==> config.mk <==
export PLATFORM = sky130hd
export DESIGN_NAME = source_byte_tokenizer
export DESIGN_NICKNAME = d
export VERILOG_FILES = /design/src/rtl/sbt_pkg.sv /design/src/rtl/sbt_scan.sv /design/src/rtl/sbt_queue.sv /design/src/rtl/sbt_emit.sv /design/src/rtl/source_byte_tokenizer.sv
export SDC_FILE = /design/constraint.sdc
export NUM_CORES = 1
export LEC_CHECK = 0
export BUFFER_PORTS_ARGS = -buffer_cell sky130_fd_sc_hd__buf_2
export CORE_ASPECT_RATIO = 0.8
export CORE_UTILIZATION = 35
export CTS_CLUSTER_DIAMETER = 150
export DETAILED_ROUTE_END_ITERATION = 12
export MAX_ROUTING_LAYER = met4
export PLACE_DENSITY_LB_ADDON = 0.1
export SYNTH_ARGS = -nofsm -noshare
export SYNTH_HDL_FRONTEND = slang
export SYNTH_SLANG_ARGS = --single-unit
==> constraint.sdc <==
create_clock -name clock -period 8.74 [get_ports clock]
set_clock_uncertainty 0.05 [all_clocks]
set_input_delay 1.748 -clock clock [delete_from_list [all_inputs] [get_ports clock]]
set_output_delay 1.748 -clock clock [all_outputs]
set_load 0.01 [all_outputs]
==> src/rtl/sbt_pkg.sv <==
// Shared types and constants for the source byte tokenizer.
// Token kinds, character codes, the token and token-group records, queue sizing.
// No dependencies.
package sbt_pkg;

   localparam int unsigned POS_BITS_DEF = 24;
   localparam int unsigned OUT_BITS     = 24;
   localparam int unsigned KIND_BITS    = 5;
   localparam int unsigned GROUP_MAX    = 3;
   localparam int unsigned QUEUE_DEPTH  = 4;
   localparam int unsigned QPTR_BITS    = $clog2(QUEUE_DEPTH);

   // token kinds
   localparam logic [KIND_BITS-1:0] KIND_LPAREN   = 5'd0;
   localparam logic [KIND_BITS-1:0] KIND_RPAREN   = 5'd1;
   localparam logic [KIND_BITS-1:0] KIND_LBRACE   = 5'd2;
   localparam logic [KIND_BITS-1:0] KIND_RBRACE   = 5'd3;
   localparam logic [KIND_BITS-1:0] KIND_COMMA    = 5'd4;
   localparam logic [KIND_BITS-1:0] KIND_DOT      = 5'd5;
   localparam logic [KIND_BITS-1:0] KIND_MINUS    = 5'd6;
   localparam logic [KIND_BITS-1:0] KIND_PLUS     = 5'd7;
   localparam logic [KIND_BITS-1:0] KIND_SEMI     = 5'd8;
   localparam logic [KIND_BITS-1:0] KIND_STAR     = 5'd9;
   localparam logic [KIND_BITS-1:0] KIND_NOT      = 5'd10;
   localparam logic [KIND_BITS-1:0] KIND_EQ       = 5'd12;
   localparam logic [KIND_BITS-1:0] KIND_LT       = 5'd14;
   localparam logic [KIND_BITS-1:0] KIND_GT       = 5'd16;
   localparam logic [KIND_BITS-1:0] KIND_SLASH    = 5'd18;
   localparam logic [KIND_BITS-1:0] KIND_STRING   = 5'd19;
   localparam logic [KIND_BITS-1:0] KIND_NUMBER   = 5'd20;
   localparam logic [KIND_BITS-1:0] KIND_EOF      = 5'd21;
   localparam logic [KIND_BITS-1:0] KIND_BADCHAR  = 5'd22;
   localparam logic [KIND_BITS-1:0] KIND_OPENSTR  = 5'd23;
   localparam logic [KIND_BITS-1:0] KIND_LAST     = KIND_OPENSTR;

   // characters with a role of their own
   localparam logic [7:0] CH_EQ    = 8'h3D;
   localparam logic [7:0] CH_HASH  = 8'h23;
   localparam logic [7:0] CH_QUOTE = 8'h22;
   localparam logic [7:0] CH_DOT   = 8'h2E;
   localparam logic [7:0] CH_NL    = 8'h0A;

   typedef struct packed {
      logic [KIND_BITS-1:0] kind;
      logic [OUT_BITS-1:0]  start;
      logic [OUT_BITS-1:0]  len;
      logic [OUT_BITS-1:0]  line;
   } token_type;

   // tokens caused by one input item, in order
   typedef struct packed {
      logic [1:0]                 count;
      token_type [GROUP_MAX-1:0]  tok;
   } group_type;

endpackage

==> src/rtl/sbt_scan.sv <==
// Front end of the tokenizer: accepts bytes, runs the scan state machine and
// builds the group of tokens each item causes. Depends on sbt_pkg.
module sbt_scan #(
   parameter int unsigned POS_BITS = sbt_pkg::POS_BITS_DEF
) (
   input  logic               clock,
   input  logic               reset,
   input  logic               req_valid,
   input  logic               req_op,
   input  logic [7:0]         req_ch,
   output logic               req_ready,
   input  logic               grp_ready,
   output logic               grp_valid,
   output sbt_pkg::group_type grp
);
   import sbt_pkg::*;

   typedef enum logic [3:0] {
      MODE_NORMAL,
      MODE_NOT,
      MODE_EQ,
      MODE_LT,
      MODE_GT,
      MODE_COMMENT,
      MODE_STRING,
      MODE_INT,
      MODE_INTDOT,
      MODE_FRAC
   } mode_type;

   localparam logic [POS_BITS-1:0] POS_MAX = '1;

   mode_type            mode_ff, mode_in;
   logic [POS_BITS-1:0] start_ff, start_in;
   logic [POS_BITS-1:0] pos_ff, pos_in;
   logic [POS_BITS-1:0] line_ff, line_in;

   logic                accept;
   logic                is_digit;
   logic [KIND_BITS-1:0] pend_kind;
   logic [POS_BITS:0]   pos_x, start_p1, str_diff;
   logic [POS_BITS-1:0] span_str, span_num, span_dot, dot_pos;

   mode_type            nrm_mode;
   logic                nrm_emit;
   logic [KIND_BITS-1:0] nrm_kind;
   logic                nrm_bump;

   group_type           grp_v;
   logic [1:0]          n_v;
   logic                do_normal;
   logic                bump;

   function automatic token_type mk(input logic [KIND_BITS-1:0] kind,
                                    input logic [POS_BITS-1:0] start,
                                    input logic [POS_BITS-1:0] len,
                                    input logic [POS_BITS-1:0] line);
      token_type t;
      t.kind  = kind;
      t.start = OUT_BITS'(start);
      t.len   = OUT_BITS'(len);
      t.line  = OUT_BITS'(line);
      return t;
   endfunction

   assign accept    = req_valid & grp_ready;
   assign req_ready = grp_ready;
   assign is_digit  = (req_ch >= "0") && (req_ch <= "9");

   // string content length excludes the opening quote
   assign pos_x    = {1'b0, pos_ff};
   assign start_p1 = {1'b0, start_ff} + (POS_BITS+1)'(1);
   assign str_diff = pos_x - start_p1;
   assign span_str = (pos_x > start_p1) ? str_diff[POS_BITS-1:0] : '0;
   assign span_num = (pos_ff > start_ff) ? pos_ff - start_ff : '0;
   assign span_dot = (pos_ff > start_ff) ? span_num - POS_BITS'(1) : '0;
   assign dot_pos  = (pos_ff > start_ff) ? pos_ff - POS_BITS'(1) : start_ff;

   always_comb begin
      unique case (mode_ff)
         MODE_NOT: pend_kind = KIND_NOT;
         MODE_EQ:  pend_kind = KIND_EQ;
         MODE_LT:  pend_kind = KIND_LT;
         default:  pend_kind = KIND_GT;
      endcase
   end

   // classify a byte seen in normal mode
   always_comb begin
      nrm_mode = MODE_NORMAL;
      nrm_emit = 1'b1;
      nrm_kind = KIND_BADCHAR;
      nrm_bump = 1'b0;
      unique case (req_ch)
         "(":      nrm_kind = KIND_LPAREN;
         ")":      nrm_kind = KIND_RPAREN;
         "{":      nrm_kind = KIND_LBRACE;
         "}":      nrm_kind = KIND_RBRACE;
         ",":      nrm_kind = KIND_COMMA;
         CH_DOT:   nrm_kind = KIND_DOT;
         "-":      nrm_kind = KIND_MINUS;
         "+":      nrm_kind = KIND_PLUS;
         ";":      nrm_kind = KIND_SEMI;
         "*":      nrm_kind = KIND_STAR;
         "/":      nrm_kind = KIND_SLASH;
         "!": begin
            nrm_mode = MODE_NOT;
            nrm_emit = 1'b0;
         end
         CH_EQ: begin
            nrm_mode = MODE_EQ;
            nrm_emit = 1'b0;
         end
         "<": begin
            nrm_mode = MODE_LT;
            nrm_emit = 1'b0;
         end
         ">": begin
            nrm_mode = MODE_GT;
            nrm_emit = 1'b0;
         end
         CH_HASH: begin
            nrm_mode = MODE_COMMENT;
            nrm_emit = 1'b0;
         end
         CH_QUOTE: begin
            nrm_mode = MODE_STRING;
            nrm_emit = 1'b0;
         end
         " ", 8'h0D, 8'h09: nrm_emit = 1'b0;
         CH_NL: begin
            nrm_emit = 1'b0;
            nrm_bump = 1'b1;
         end
         default: begin
            if (is_digit) begin
               nrm_mode = MODE_INT;
               nrm_emit = 1'b0;
            end
         end
      endcase
   end

   always_comb begin
      grp_v     = '0;
      n_v       = 2'd0;
      do_normal = 1'b0;
      bump      = 1'b0;
      mode_in   = mode_ff;
      start_in  = start_ff;
      pos_in    = pos_ff;
      if (req_op) begin
         unique case (mode_ff)
            MODE_NOT, MODE_EQ, MODE_LT, MODE_GT: begin
               grp_v.tok[n_v] = mk(pend_kind, start_ff, POS_BITS'(1), line_ff);
               n_v = n_v + 2'd1;
            end
            MODE_STRING: begin
               grp_v.tok[n_v] = mk(KIND_OPENSTR, start_ff, span_str, line_ff);
               n_v = n_v + 2'd1;
            end
            MODE_INT, MODE_FRAC: begin
               grp_v.tok[n_v] = mk(KIND_NUMBER, start_ff, span_num, line_ff);
               n_v = n_v + 2'd1;
            end
            MODE_INTDOT: begin
               grp_v.tok[n_v] = mk(KIND_NUMBER, start_ff, span_dot, line_ff);
               n_v = n_v + 2'd1;
               grp_v.tok[n_v] = mk(KIND_DOT, dot_pos, POS_BITS'(1), line_ff);
               n_v = n_v + 2'd1;
            end
            default: ;
         endcase
         grp_v.tok[n_v] = mk(KIND_EOF, pos_ff, '0, line_ff);
         n_v = n_v + 2'd1;
         mode_in = MODE_NORMAL;
      end else begin
         unique case (mode_ff)
            MODE_NOT, MODE_EQ, MODE_LT, MODE_GT: begin
               if (req_ch == CH_EQ) begin
                  grp_v.tok[n_v] = mk(pend_kind + KIND_BITS'(1), start_ff,
                                      POS_BITS'(2), line_ff);
                  n_v = n_v + 2'd1;
                  mode_in = MODE_NORMAL;
               end else begin
                  grp_v.tok[n_v] = mk(pend_kind, start_ff, POS_BITS'(1), line_ff);
                  n_v = n_v + 2'd1;
                  do_normal = 1'b1;
               end
            end
            MODE_COMMENT: begin
               if (req_ch == CH_NL) begin
                  bump    = 1'b1;
                  mode_in = MODE_NORMAL;
               end
            end
            MODE_STRING: begin
               if (req_ch == CH_QUOTE) begin
                  grp_v.tok[n_v] = mk(KIND_STRING, start_ff, span_str, line_ff);
                  n_v = n_v + 2'd1;
                  mode_in = MODE_NORMAL;
               end else if (req_ch == CH_NL) begin
                  bump = 1'b1;
               end
            end
            MODE_INT: begin
               if (req_ch == CH_DOT) begin
                  mode_in = MODE_INTDOT;
               end else if (!is_digit) begin
                  grp_v.tok[n_v] = mk(KIND_NUMBER, start_ff, span_num, line_ff);
                  n_v = n_v + 2'd1;
                  do_normal = 1'b1;
               end
            end
            MODE_INTDOT: begin
               if (is_digit) begin
                  mode_in = MODE_FRAC;
               end else begin
                  // number, then the held dot, then this byte afresh
                  grp_v.tok[n_v] = mk(KIND_NUMBER, start_ff, span_dot, line_ff);
                  n_v = n_v + 2'd1;
                  grp_v.tok[n_v] = mk(KIND_DOT, dot_pos, POS_BITS'(1), line_ff);
                  n_v = n_v + 2'd1;
                  do_normal = 1'b1;
               end
            end
            MODE_FRAC: begin
               if (!is_digit) begin
                  grp_v.tok[n_v] = mk(KIND_NUMBER, start_ff, span_num, line_ff);
                  n_v = n_v + 2'd1;
                  do_normal = 1'b1;
               end
            end
            default: do_normal = 1'b1;
         endcase
         if (do_normal) begin
            start_in = pos_ff;
            mode_in  = nrm_mode;
            bump     = nrm_bump;
            if (nrm_emit) begin
               grp_v.tok[n_v] = mk(nrm_kind, pos_ff, POS_BITS'(1), line_ff);
               n_v = n_v + 2'd1;
            end
         end
         if (pos_ff != POS_MAX) begin
            pos_in = pos_ff + POS_BITS'(1);
         end
      end
      line_in = (bump && (line_ff != POS_MAX)) ? line_ff + POS_BITS'(1) : line_ff;
      grp_v.count = n_v;
   end

   assign grp       = grp_v;
   assign grp_valid = accept && (n_v != 2'd0);

   always_ff @(posedge clock) begin
      if (reset) begin
         mode_ff  <= MODE_NORMAL;
         start_ff <= '0;
         pos_ff   <= '0;
         line_ff  <= POS_BITS'(1);
      end else if (accept) begin
         mode_ff  <= mode_in;
         start_ff <= start_in;
         pos_ff   <= pos_in;
         line_ff  <= line_in;
      end
   end

endmodule

==> src/rtl/sbt_queue.sv <==
// Short queue of token groups between the scanner and the token output stage.
// Depends on sbt_pkg.
module sbt_queue (
   input  logic               clock,
   input  logic               reset,
   input  logic               push,
   input  sbt_pkg::group_type push_grp,
   output logic               push_ready,
   output logic               head_valid,
   output sbt_pkg::group_type head_grp,
   input  logic               pop
);
   import sbt_pkg::*;

   group_type             q_ff [QUEUE_DEPTH];
   logic [QPTR_BITS-1:0]  wr_ptr_ff, wr_ptr_in;
   logic [QPTR_BITS-1:0]  rd_ptr_ff, rd_ptr_in;
   logic [QPTR_BITS:0]    count_ff, count_in;

   function automatic logic [QPTR_BITS-1:0] wrap_inc(input logic [QPTR_BITS-1:0] p);
      return (p == QPTR_BITS'(QUEUE_DEPTH - 1)) ? '0 : p + QPTR_BITS'(1);
   endfunction

   assign push_ready = (count_ff != (QPTR_BITS+1)'(QUEUE_DEPTH));
   assign head_valid = (count_ff != '0);
   assign head_grp   = q_ff[rd_ptr_ff];

   always_comb begin
      wr_ptr_in = push ? wrap_inc(wr_ptr_ff) : wr_ptr_ff;
      rd_ptr_in = pop ? wrap_inc(rd_ptr_ff) : rd_ptr_ff;
      count_in  = count_ff;
      if (push && !pop) begin
         count_in = count_ff + (QPTR_BITS+1)'(1);
      end else if (pop && !push) begin
         count_in = count_ff - (QPTR_BITS+1)'(1);
      end
   end

   always_ff @(posedge clock) begin
      if (reset) begin
         wr_ptr_ff <= '0;
         rd_ptr_ff <= '0;
         count_ff  <= '0;
      end else begin
         wr_ptr_ff <= wr_ptr_in;
         rd_ptr_ff <= rd_ptr_in;
         count_ff  <= count_in;
      end
   end

   always_ff @(posedge clock) begin
      if (push) begin
         q_ff[wr_ptr_ff] <= push_grp;
      end
   end

endmodule

==> src/rtl/sbt_emit.sv <==
// Back end of the tokenizer: walks the head token group one token a cycle
// into the registered result stream, unless stalled. Depends on sbt_pkg.
module sbt_emit (
   input  logic               clock,
   input  logic               reset,
   input  logic               head_valid,
   input  sbt_pkg::group_type head_grp,
   output logic               pop,
   output logic               rsp_tvalid,
   input  logic               rsp_tready,
   output logic [71:0]        rsp_tdata,
   output logic [4:0]         rsp_tuser,
   output logic               rsp_tlast
);
   import sbt_pkg::*;

   logic [1:0]          idx_ff, idx_in;
   logic                valid_ff, valid_in;
   token_type           tok_ff;
   logic                last_ff;
   token_type           cur;
   logic                load;
   logic                is_last;

   assign load    = head_valid && (!valid_ff || rsp_tready);
   assign cur     = head_grp.tok[idx_ff];
   assign is_last = (idx_ff == (head_grp.count - 2'd1));
   assign pop     = load && is_last;

   always_comb begin
      idx_in   = idx_ff;
      valid_in = valid_ff;
      if (load) begin
         valid_in = 1'b1;
         idx_in   = is_last ? 2'd0 : idx_ff + 2'd1;
      end else if (rsp_tready) begin
         valid_in = 1'b0;
      end
   end

   always_ff @(posedge clock) begin
      if (reset) begin
         idx_ff   <= '0;
         valid_ff <= 1'b0;
      end else begin
         idx_ff   <= idx_in;
         valid_ff <= valid_in;
      end
   end

   // payload needs no reset
   always_ff @(posedge clock) begin
      if (load) begin
         tok_ff  <= cur;
         last_ff <= is_last;
      end
   end

   assign rsp_tvalid = valid_ff;
   assign rsp_tuser  = tok_ff.kind;
   assign rsp_tdata  = {tok_ff.line, tok_ff.len, tok_ff.start};
   assign rsp_tlast  = last_ff;

endmodule

==> src/rtl/source_byte_tokenizer.sv <==
// Source byte tokenizer: one byte or end marker per item in, tokens out.
// Throughput: one item per cycle while the 4-group queue has room; tokens
// leave at one per cycle while rsp_tready allows, so an item causing two or
// three tokens holds the output for each of them in turn. The first token
// of an item is written to the queue, then loaded into the output register.
// Reset (synchronous): normal mode, offsets zero, line one, queue empty.
module source_byte_tokenizer #(
   parameter int unsigned POS_BITS = sbt_pkg::POS_BITS_DEF
) (
   input  logic        clock,
   input  logic        reset,
   input  logic        req_tvalid,
   output logic        req_tready,
   input  logic [7:0]  req_tdata,   // [7:0] ch
   input  logic        req_tuser,   // [0] op: 0 byte, 1 end of input
   output logic        rsp_tvalid,
   input  logic        rsp_tready,
   output logic [71:0] rsp_tdata,   // [23:0] start_offset, [47:24] token_length,
                                    // [71:48] line_number
   output logic [4:0]  rsp_tuser,   // [4:0] kind
   output logic        rsp_tlast
);
   import sbt_pkg::*;

   logic      grp_valid;
   logic      grp_ready;
   group_type grp;
   logic      head_valid;
   group_type head_grp;
   logic      pop;

   sbt_scan #(.POS_BITS(POS_BITS)) u_scan (
      .clock     (clock),
      .reset     (reset),
      .req_valid (req_tvalid),
      .req_op    (req_tuser),
      .req_ch    (req_tdata),
      .req_ready (req_tready),
      .grp_ready (grp_ready),
      .grp_valid (grp_valid),
      .grp       (grp)
   );

   sbt_queue u_queue (
      .clock      (clock),
      .reset      (reset),
      .push       (grp_valid),
      .push_grp   (grp),
      .push_ready (grp_ready),
      .head_valid (head_valid),
      .head_grp   (head_grp),
      .pop        (pop)
   );

   sbt_emit u_emit (
      .clock      (clock),
      .reset      (reset),
      .head_valid (head_valid),
      .head_grp   (head_grp),
      .pop        (pop),
      .rsp_tvalid (rsp_tvalid),
      .rsp_tready (rsp_tready),
      .rsp_tdata  (rsp_tdata),
      .rsp_tuser  (rsp_tuser),
      .rsp_tlast  (rsp_tlast)
   );

endmodule

==> impl_metrics.toml, run 1 <==
[logic_synthesis]
syn_nets = 3165
synth.distinct_cells = 110
synth_area_sq_mm = 0.0427
yosysWarningCount = 0
async_flop_share = 0
synth_edf_count = 826
syn_area_per_cell_sq_um = 13.8
ys_ff_latch = 914
yosysSeqAreaShare = 0.622
ys.flop_type = "edfxtp_1"
syn_inst = 3083

[power_and_ir_drop]
power_density_mw_per_mm2 = 265
ir_worst_vdd_mv = 0.265
p_leak_uw = 0.0154

[die]
ios = 93
rows = 114
die_w_microns = 392
start_util = 0.353
core-area_sq_mm = 0.121
fp.dieH_microns = 314
fp.dieArea_sq_mm = 0.123

[global_route]
grt-ovfl-total = 0
grt_max_degree = 135
grt_use_total = 0.194
grt_pass1_vias = 26625
grt_first_pass_wirelength_microns = 174000
antenna_found_initial = 1

[clock_tree]
htree_levels = 3
clock_tree.buffer_depth = 3
cts_tree = "built"
cts_setup_buffers = 0
cts_hold_buf = 0
cts_buffers = 98
insertion_delay_ns = 0.71
path_clk_slew_ns = 0.06
cts.sinks = 914
cts_resized = 0
clock-root-buffer = "clkbuf_16"

[final_layout]
stdcell_count = 4823
area_growth_syn_to_layout_pct = 12.6
regArea_sq_mm = 0.0266
fin_nets = 3197
antenna_cells = 0
mostFrequentLayoutCell = "edfxtp_1"
multi_input_area_sq_mm = 0.0151
n_fill_cell = 11283
fin_area_sq_mm = 0.0481
drive_above_1_share = 0.167
mostFrequentLayoutCells = "edfxtp_1 (826), nand2_1 (249), nor2_1 (207)"

[route]
first_pass_iters = 5
route.vias.total = 26170
wl_microns = 116000
final_antenna_net_count = 0
drc = 0
drt_iter0_drc = 2174
viasPerCell = 5.43
wl_per_cell_microns = 24.0

[timing]
setup_viol_count_final = 0
slew_violations = 0
hold_viol_final = 0
fmax_ghz = 0.169
worst_slew_pin_slew_ns = 1.14
fin_crit_sh = 0.679
fin_ws_ns = 2.81
hold_ws_ns = 0.445
slew_headroom = 0.235
grt_setup_unrepaired = "false"
tns_ns = 0
min_period_ns = 5.93

[worst_setup_path]
crit_family = "compound AO/OA/AOI/OAI gates"
cp.required_ns = 8.99
worst_setup_path_start_kind = "primary input"
end_kind = "register"
critPathArrivalTime_ns = 6.18
crit_path_max_incr_delay_ns = 0.75
reg2reg_slack_ns = 2.87
critPathSlowestCell = "o21ai_1"
crit_fanout = 46
crit_type = "in2reg"
r2r_end = "u_queue.q_ff[0][27]"
worst-path-buf-inv = 3
path_cells = "buf_2 > nor2b_1 > a41oi_1 > o21ai_1 > nand2_1 > inv_1 > ha_1 > a21oi_1 > o21ai_0 > o21ba_2 > and2_4 > buf_4"
worstReg2RegStart = "u_scan.mode_ff[3]"
reg2reg_depth = 10

[outcome]
status = "finished clean"

[placement]
hpwl_microns = 72800
portBuffers = 92
postPlaceCellArea_sq_mm = 0.0448
gp_congestion = 0.888
pre_cts_ws_ns = 2.13
placedCellCount = 4639

[worst_hold_path]
hold_start = "u_queue.rd_ptr_ff[0]"
min_path_type = "reg2reg"
hold_depth = 2

[job]
cap_violations = 0
[area by class of cell]
class,count,share of cell area
flip-flops and latches,914,0.553
multi-input cells,1912,0.315
clock inverters,56,0.0103
clock buffers,128,0.0568
inverters,59,0.00461
well taps,1624,0.0423
repair buffers,130,0.0180
[cell families (layout without fill, tap and decap cells)]
| kind of cell | count (synthesis) | in the layout | synth area share |
|---|---|---|---|
| buffers and inverters | 257 | 373 | 0.0243 |
| DFF | 914 | 914 | 0.622 |
| xor gates and xnor gates | 124 | 124 | 0.0260 |
| and+or+nand+nor | 866 | 866 | 0.102 |
| adders and majority gates | 69 | 69 | 0.0208 |
| AOI/OAI and AO/OA | 599 | 599 | 0.0901 |
| muxes | 254 | 254 | 0.114 |
[sequential cells by signal, indices dropped and copies added, names as in the netlist, 3 cells and up, named ones only]
register	count
u_emit.rsp_tuser	5
u_emit.rsp_tdata	72
u_scan.pos_ff	24
u_scan.mode_ff	4
u_queue.count_ff	3
u_queue.q_ff	748
u_scan.start_ff	24
u_scan.line_ff	24
[cell usage after synthesis (5+ instances only)]
cell type | n | area (sq um)
nand4_1 | 20 | 125
buf_2 | 30 | 150
clkbuf_1 | 129 | 484
xor2_1 | 59 | 517
nor2_2 | 6 | 37.5
or3_1 | 19 | 119
and3_1 | 42 | 263
o211ai_1 | 14 | 105
nor2b_1 | 83 | 519
and2_1 | 65 | 407
nor2_1 | 207 | 777
inv_1 | 57 | 214
mux2i_1 | 65 | 651
a221oi_1 | 6 | 52.6
and4_1 | 8 | 70.1
nand2_1 | 249 | 935
o21bai_1 | 6 | 45.0
a22o_1 | 5 | 43.8
nand3_1 | 48 | 240
a21oi_1 | 181 | 906
a22oi_1 | 23 | 173
o21a_1 | 5 | 37.5
nor3b_1 | 8 | 60.1
nand4b_1 | 6 | 52.6
xnor2_1 | 62 | 543
o22ai_1 | 33 | 206
nand2b_1 | 19 | 119
o221ai_1 | 5 | 43.8
o21ai_0 | 166 | 831
a211oi_1 | 35 | 263
o31a_1 | 6 | 52.6
mux4_2 | 187 | 4210
dfxtp_1 | 88 | 1760
a21o_1 | 22 | 165
nor3_1 | 37 | 185
edfxtp_1 | 826 | 24800
a31oi_1 | 17 | 106
nor4_1 | 15 | 93.8
ha_1 | 66 | 826
buf_1 | 33 | 124
[routing by layer]
metal  GRT usage  vias up  part of all wire
met3      0.0253      169             0.039
met2       0.301      609              0.47
met4      0.0513        0             0.022
li1            -    11917                 -
met1       0.269    13475              0.47
met5           -        -                 0
[power breakdown]
part | internal, uW | leakage, uW | switching, uW
sequential | 5420 | 0.00840 | 209
combinational | 1250 | 0.00544 | 1740
clock | 2380 | 0.00157 | 1740
[how the worst max path moves through the flow]
| stage | start | slack [ns] | cells after the start | end |
|---|---|---|---|---|
| after floorplan | rsp_tready | 1.10 | 9 | u_queue.count_ff[2] |
| after global placement | req_tdata[1] | 2.27 | 12 | u_queue.q_ff[0][33] |
| after detailed placement | req_tdata[1] | 2.13 | 12 | u_queue.q_ff[0][35] |
| after CTS | req_tdata[1] | 2.83 | 12 | u_queue.q_ff[0][27] |
| after global routing | u_scan.mode_ff[3] | 2.41 | 10 | u_queue.q_ff[0][45] |
| final | req_tdata[1] | 2.81 | 12 | u_queue.q_ff[0][27] |
[metrics by stage]
step	util	total power, uW
4_1_cts	0.398	13000
3_3_place_gp	0.371	8810
3_5_place_dp	0.371	8820
2_1_floorplan	-	7760
6_report	0.398	12700
5_1_grt	0.398	13400
[worst min-delay path: stages, from the launching register on]
cell	delay, ns
dfxtp_1	0.32
nand2_1	0.06
a21oi_1	0.06
No activity file was read; power rests on OpenSTA's default activity.
==> inputs of run 2 (changes only) <==
- clock period: 8.74 -> 5.1 ns (I/O delays scaled with it)
==> impl_metrics.toml, run 2 (same netlist as run 1, synthesis figures left out) <==
[outcome]
status = "finished clean"

[worst_setup_path]
critPathArrivalTime_ns = 5.24
reg2reg_depth = 18
reg2reg_slack_ns = 0.22
cp.required_ns = 5.46
crit_type = "reg2reg"
worstReg2RegStart = "u_scan.pos_ff[0]"
end_kind = "register"
worst_setup_path_start_kind = "register"
r2r_end = "u_queue.q_ff[2][46]"
crit_fanout = 8

[timing]
worst_slew_pin_slew_ns = 1.14
fin_ws_ns = 0.221
hold_ws_ns = 0.451
hold_viol_final = 0
slew_headroom = 0.238
fin_crit_sh = 0.957
min_period_ns = 4.88
grt_setup_unrepaired = "false"
setup_viol_count_final = 0
slew_violations = 0
fmax_ghz = 0.205

[route]
final_antenna_net_count = 0
route.vias.total = 26741
drc = 0
wl_per_cell_microns = 23.9
wl_microns = 118000
first_pass_iters = 5
drt_iter0_drc = 2138
viasPerCell = 5.42

[clock_tree]
cts_hold_buf = 0
cts.sinks = 914
clock_tree.buffer_depth = 3
path_clk_slew_ns = 0.06
htree_levels = 3
clock-root-buffer = "clkbuf_16"
insertion_delay_ns = 0.71
cts_tree = "built"
cts_buffers = 96

[die]
fp.dieArea_sq_mm = 0.123
start_util = 0.353
rows = 114
fp.dieH_microns = 314
core-area_sq_mm = 0.121
ios = 93
die_w_microns = 392

[placement]
portBuffers = 92
pre_cts_ws_ns = 0.0460
placedCellCount = 4753
hpwl_microns = 76900
gp_congestion = 0.928

[power_and_ir_drop]
power_density_mw_per_mm2 = 446
p_leak_uw = 0.0160
ir_worst_vdd_mv = 0.453

[global_route]
grt_pass1_vias = 26941
antenna_found_initial = 2
grt_max_degree = 121
grt-ovfl-total = 0
grt_use_total = 0.197
grt_first_pass_wirelength_microns = 176000

[job]
cap_violations = 0

[final_layout]
largest_reg_flops = 748
mostFrequentLayoutCells = "edfxtp_1 (826), nand2_1 (249), nor2_1 (207)"
top_register = "u_queue.q_ff"
area_growth_syn_to_layout_pct = 15.0
n_fill_cell = 11238
mostFrequentLayoutCell = "edfxtp_1"
fin_nets = 3311
stdcell_count = 4933
drive_above_1_share = 0.200

[worst_hold_path]
min_path_type = "reg2reg"
hold_depth = 2
hold_start = "u_queue.rd_ptr_ff[0]"
run 2: worst max path at each step:
stage                     slack [ns]          startpoint                  end
after detailed placement        0.05  u_scan.start_ff[3]  u_queue.q_ff[0][46]
final                           0.22    u_scan.pos_ff[0]  u_queue.q_ff[2][46]
after floorplan                -0.93        req_tdata[7]   u_queue.q_ff[1][0]
after global placement          0.22        req_tdata[0]  u_queue.count_ff[2]
after CTS                        0.1  u_scan.start_ff[5]  u_queue.q_ff[1][46]
after global routing            0.01  u_scan.start_ff[9]  u_queue.q_ff[1][46]
run 2: area by class of cell:
type                            count  area (sq um)  area share
Antenna cell                        1          2.50   0.0000510
Clock buffer                      127          2650      0.0540
Clock inverter                     50           518      0.0106
Inverter                           59           221     0.00451
Multi-Input combinational cell   1912         15200       0.309
Sequential cell                   914         26600       0.541
Tap cell                         1624          2030      0.0414
Timing Repair Buffer              246          1930      0.0394
run 2: critical path, cell delays in order (launching register included):
cell and delay (ns):
dfxtp_1 0.53, inv_1 0.11, ha_1 0.27, fa_1 0.51, nand2b_4 0.24, a21oi_4 0.25, a221oi_4 0.13, buf_4 0.19
o211a_4 0.27, or3_1 0.35, ha_1 0.27, inv_1 0.14, a2111oi_2 0.06, o2111ai_1 0.21, nand2_1 0.09, nand2_1 0.27
nor4_1 0.10, xor2_1 0.16, a221o_1 0.38
run 2: metal layers:
metal / vias to the layer above / routed length (microns) / global-route usage
met4: 0 / 1870 / 0.0376
met1: 13769 / 55000 / 0.273
met2: 674 / 55600 / 0.309
met5: - / 0 / -
met3: 153 / 5570 / 0.0300
li1: 12145 / - / -
run 2: per-stage QoR:
step	TNS [ns]	total power, uW	area, sq um	utilization
floorplan	-521.56	13300	42700	-
detailed placement	0	15200	45900	0.380
global route	0	22900	49100	0.406
finish	0	21900	49100	0.406
global placement	0	15200	45900	0.380
CTS	0	22300	49100	0.406
run 2: repair_timing:
item	in CTS	in global routing
setup buffers	0	2
endpoints found under the setup margin	4	17
gates resized for setup	1	2
pin swaps	0	1
hold endpoints to repair	0	0
run 2: where the power goes:
group | internal, uW | leakage, uW | switching, uW
sequential | 9290 | 0.00840 | 309
clock | 3990 | 0.00153 | 3000
combinational | 2240 | 0.00610 | 3050
total | 15500 | 0.0160 | 6350
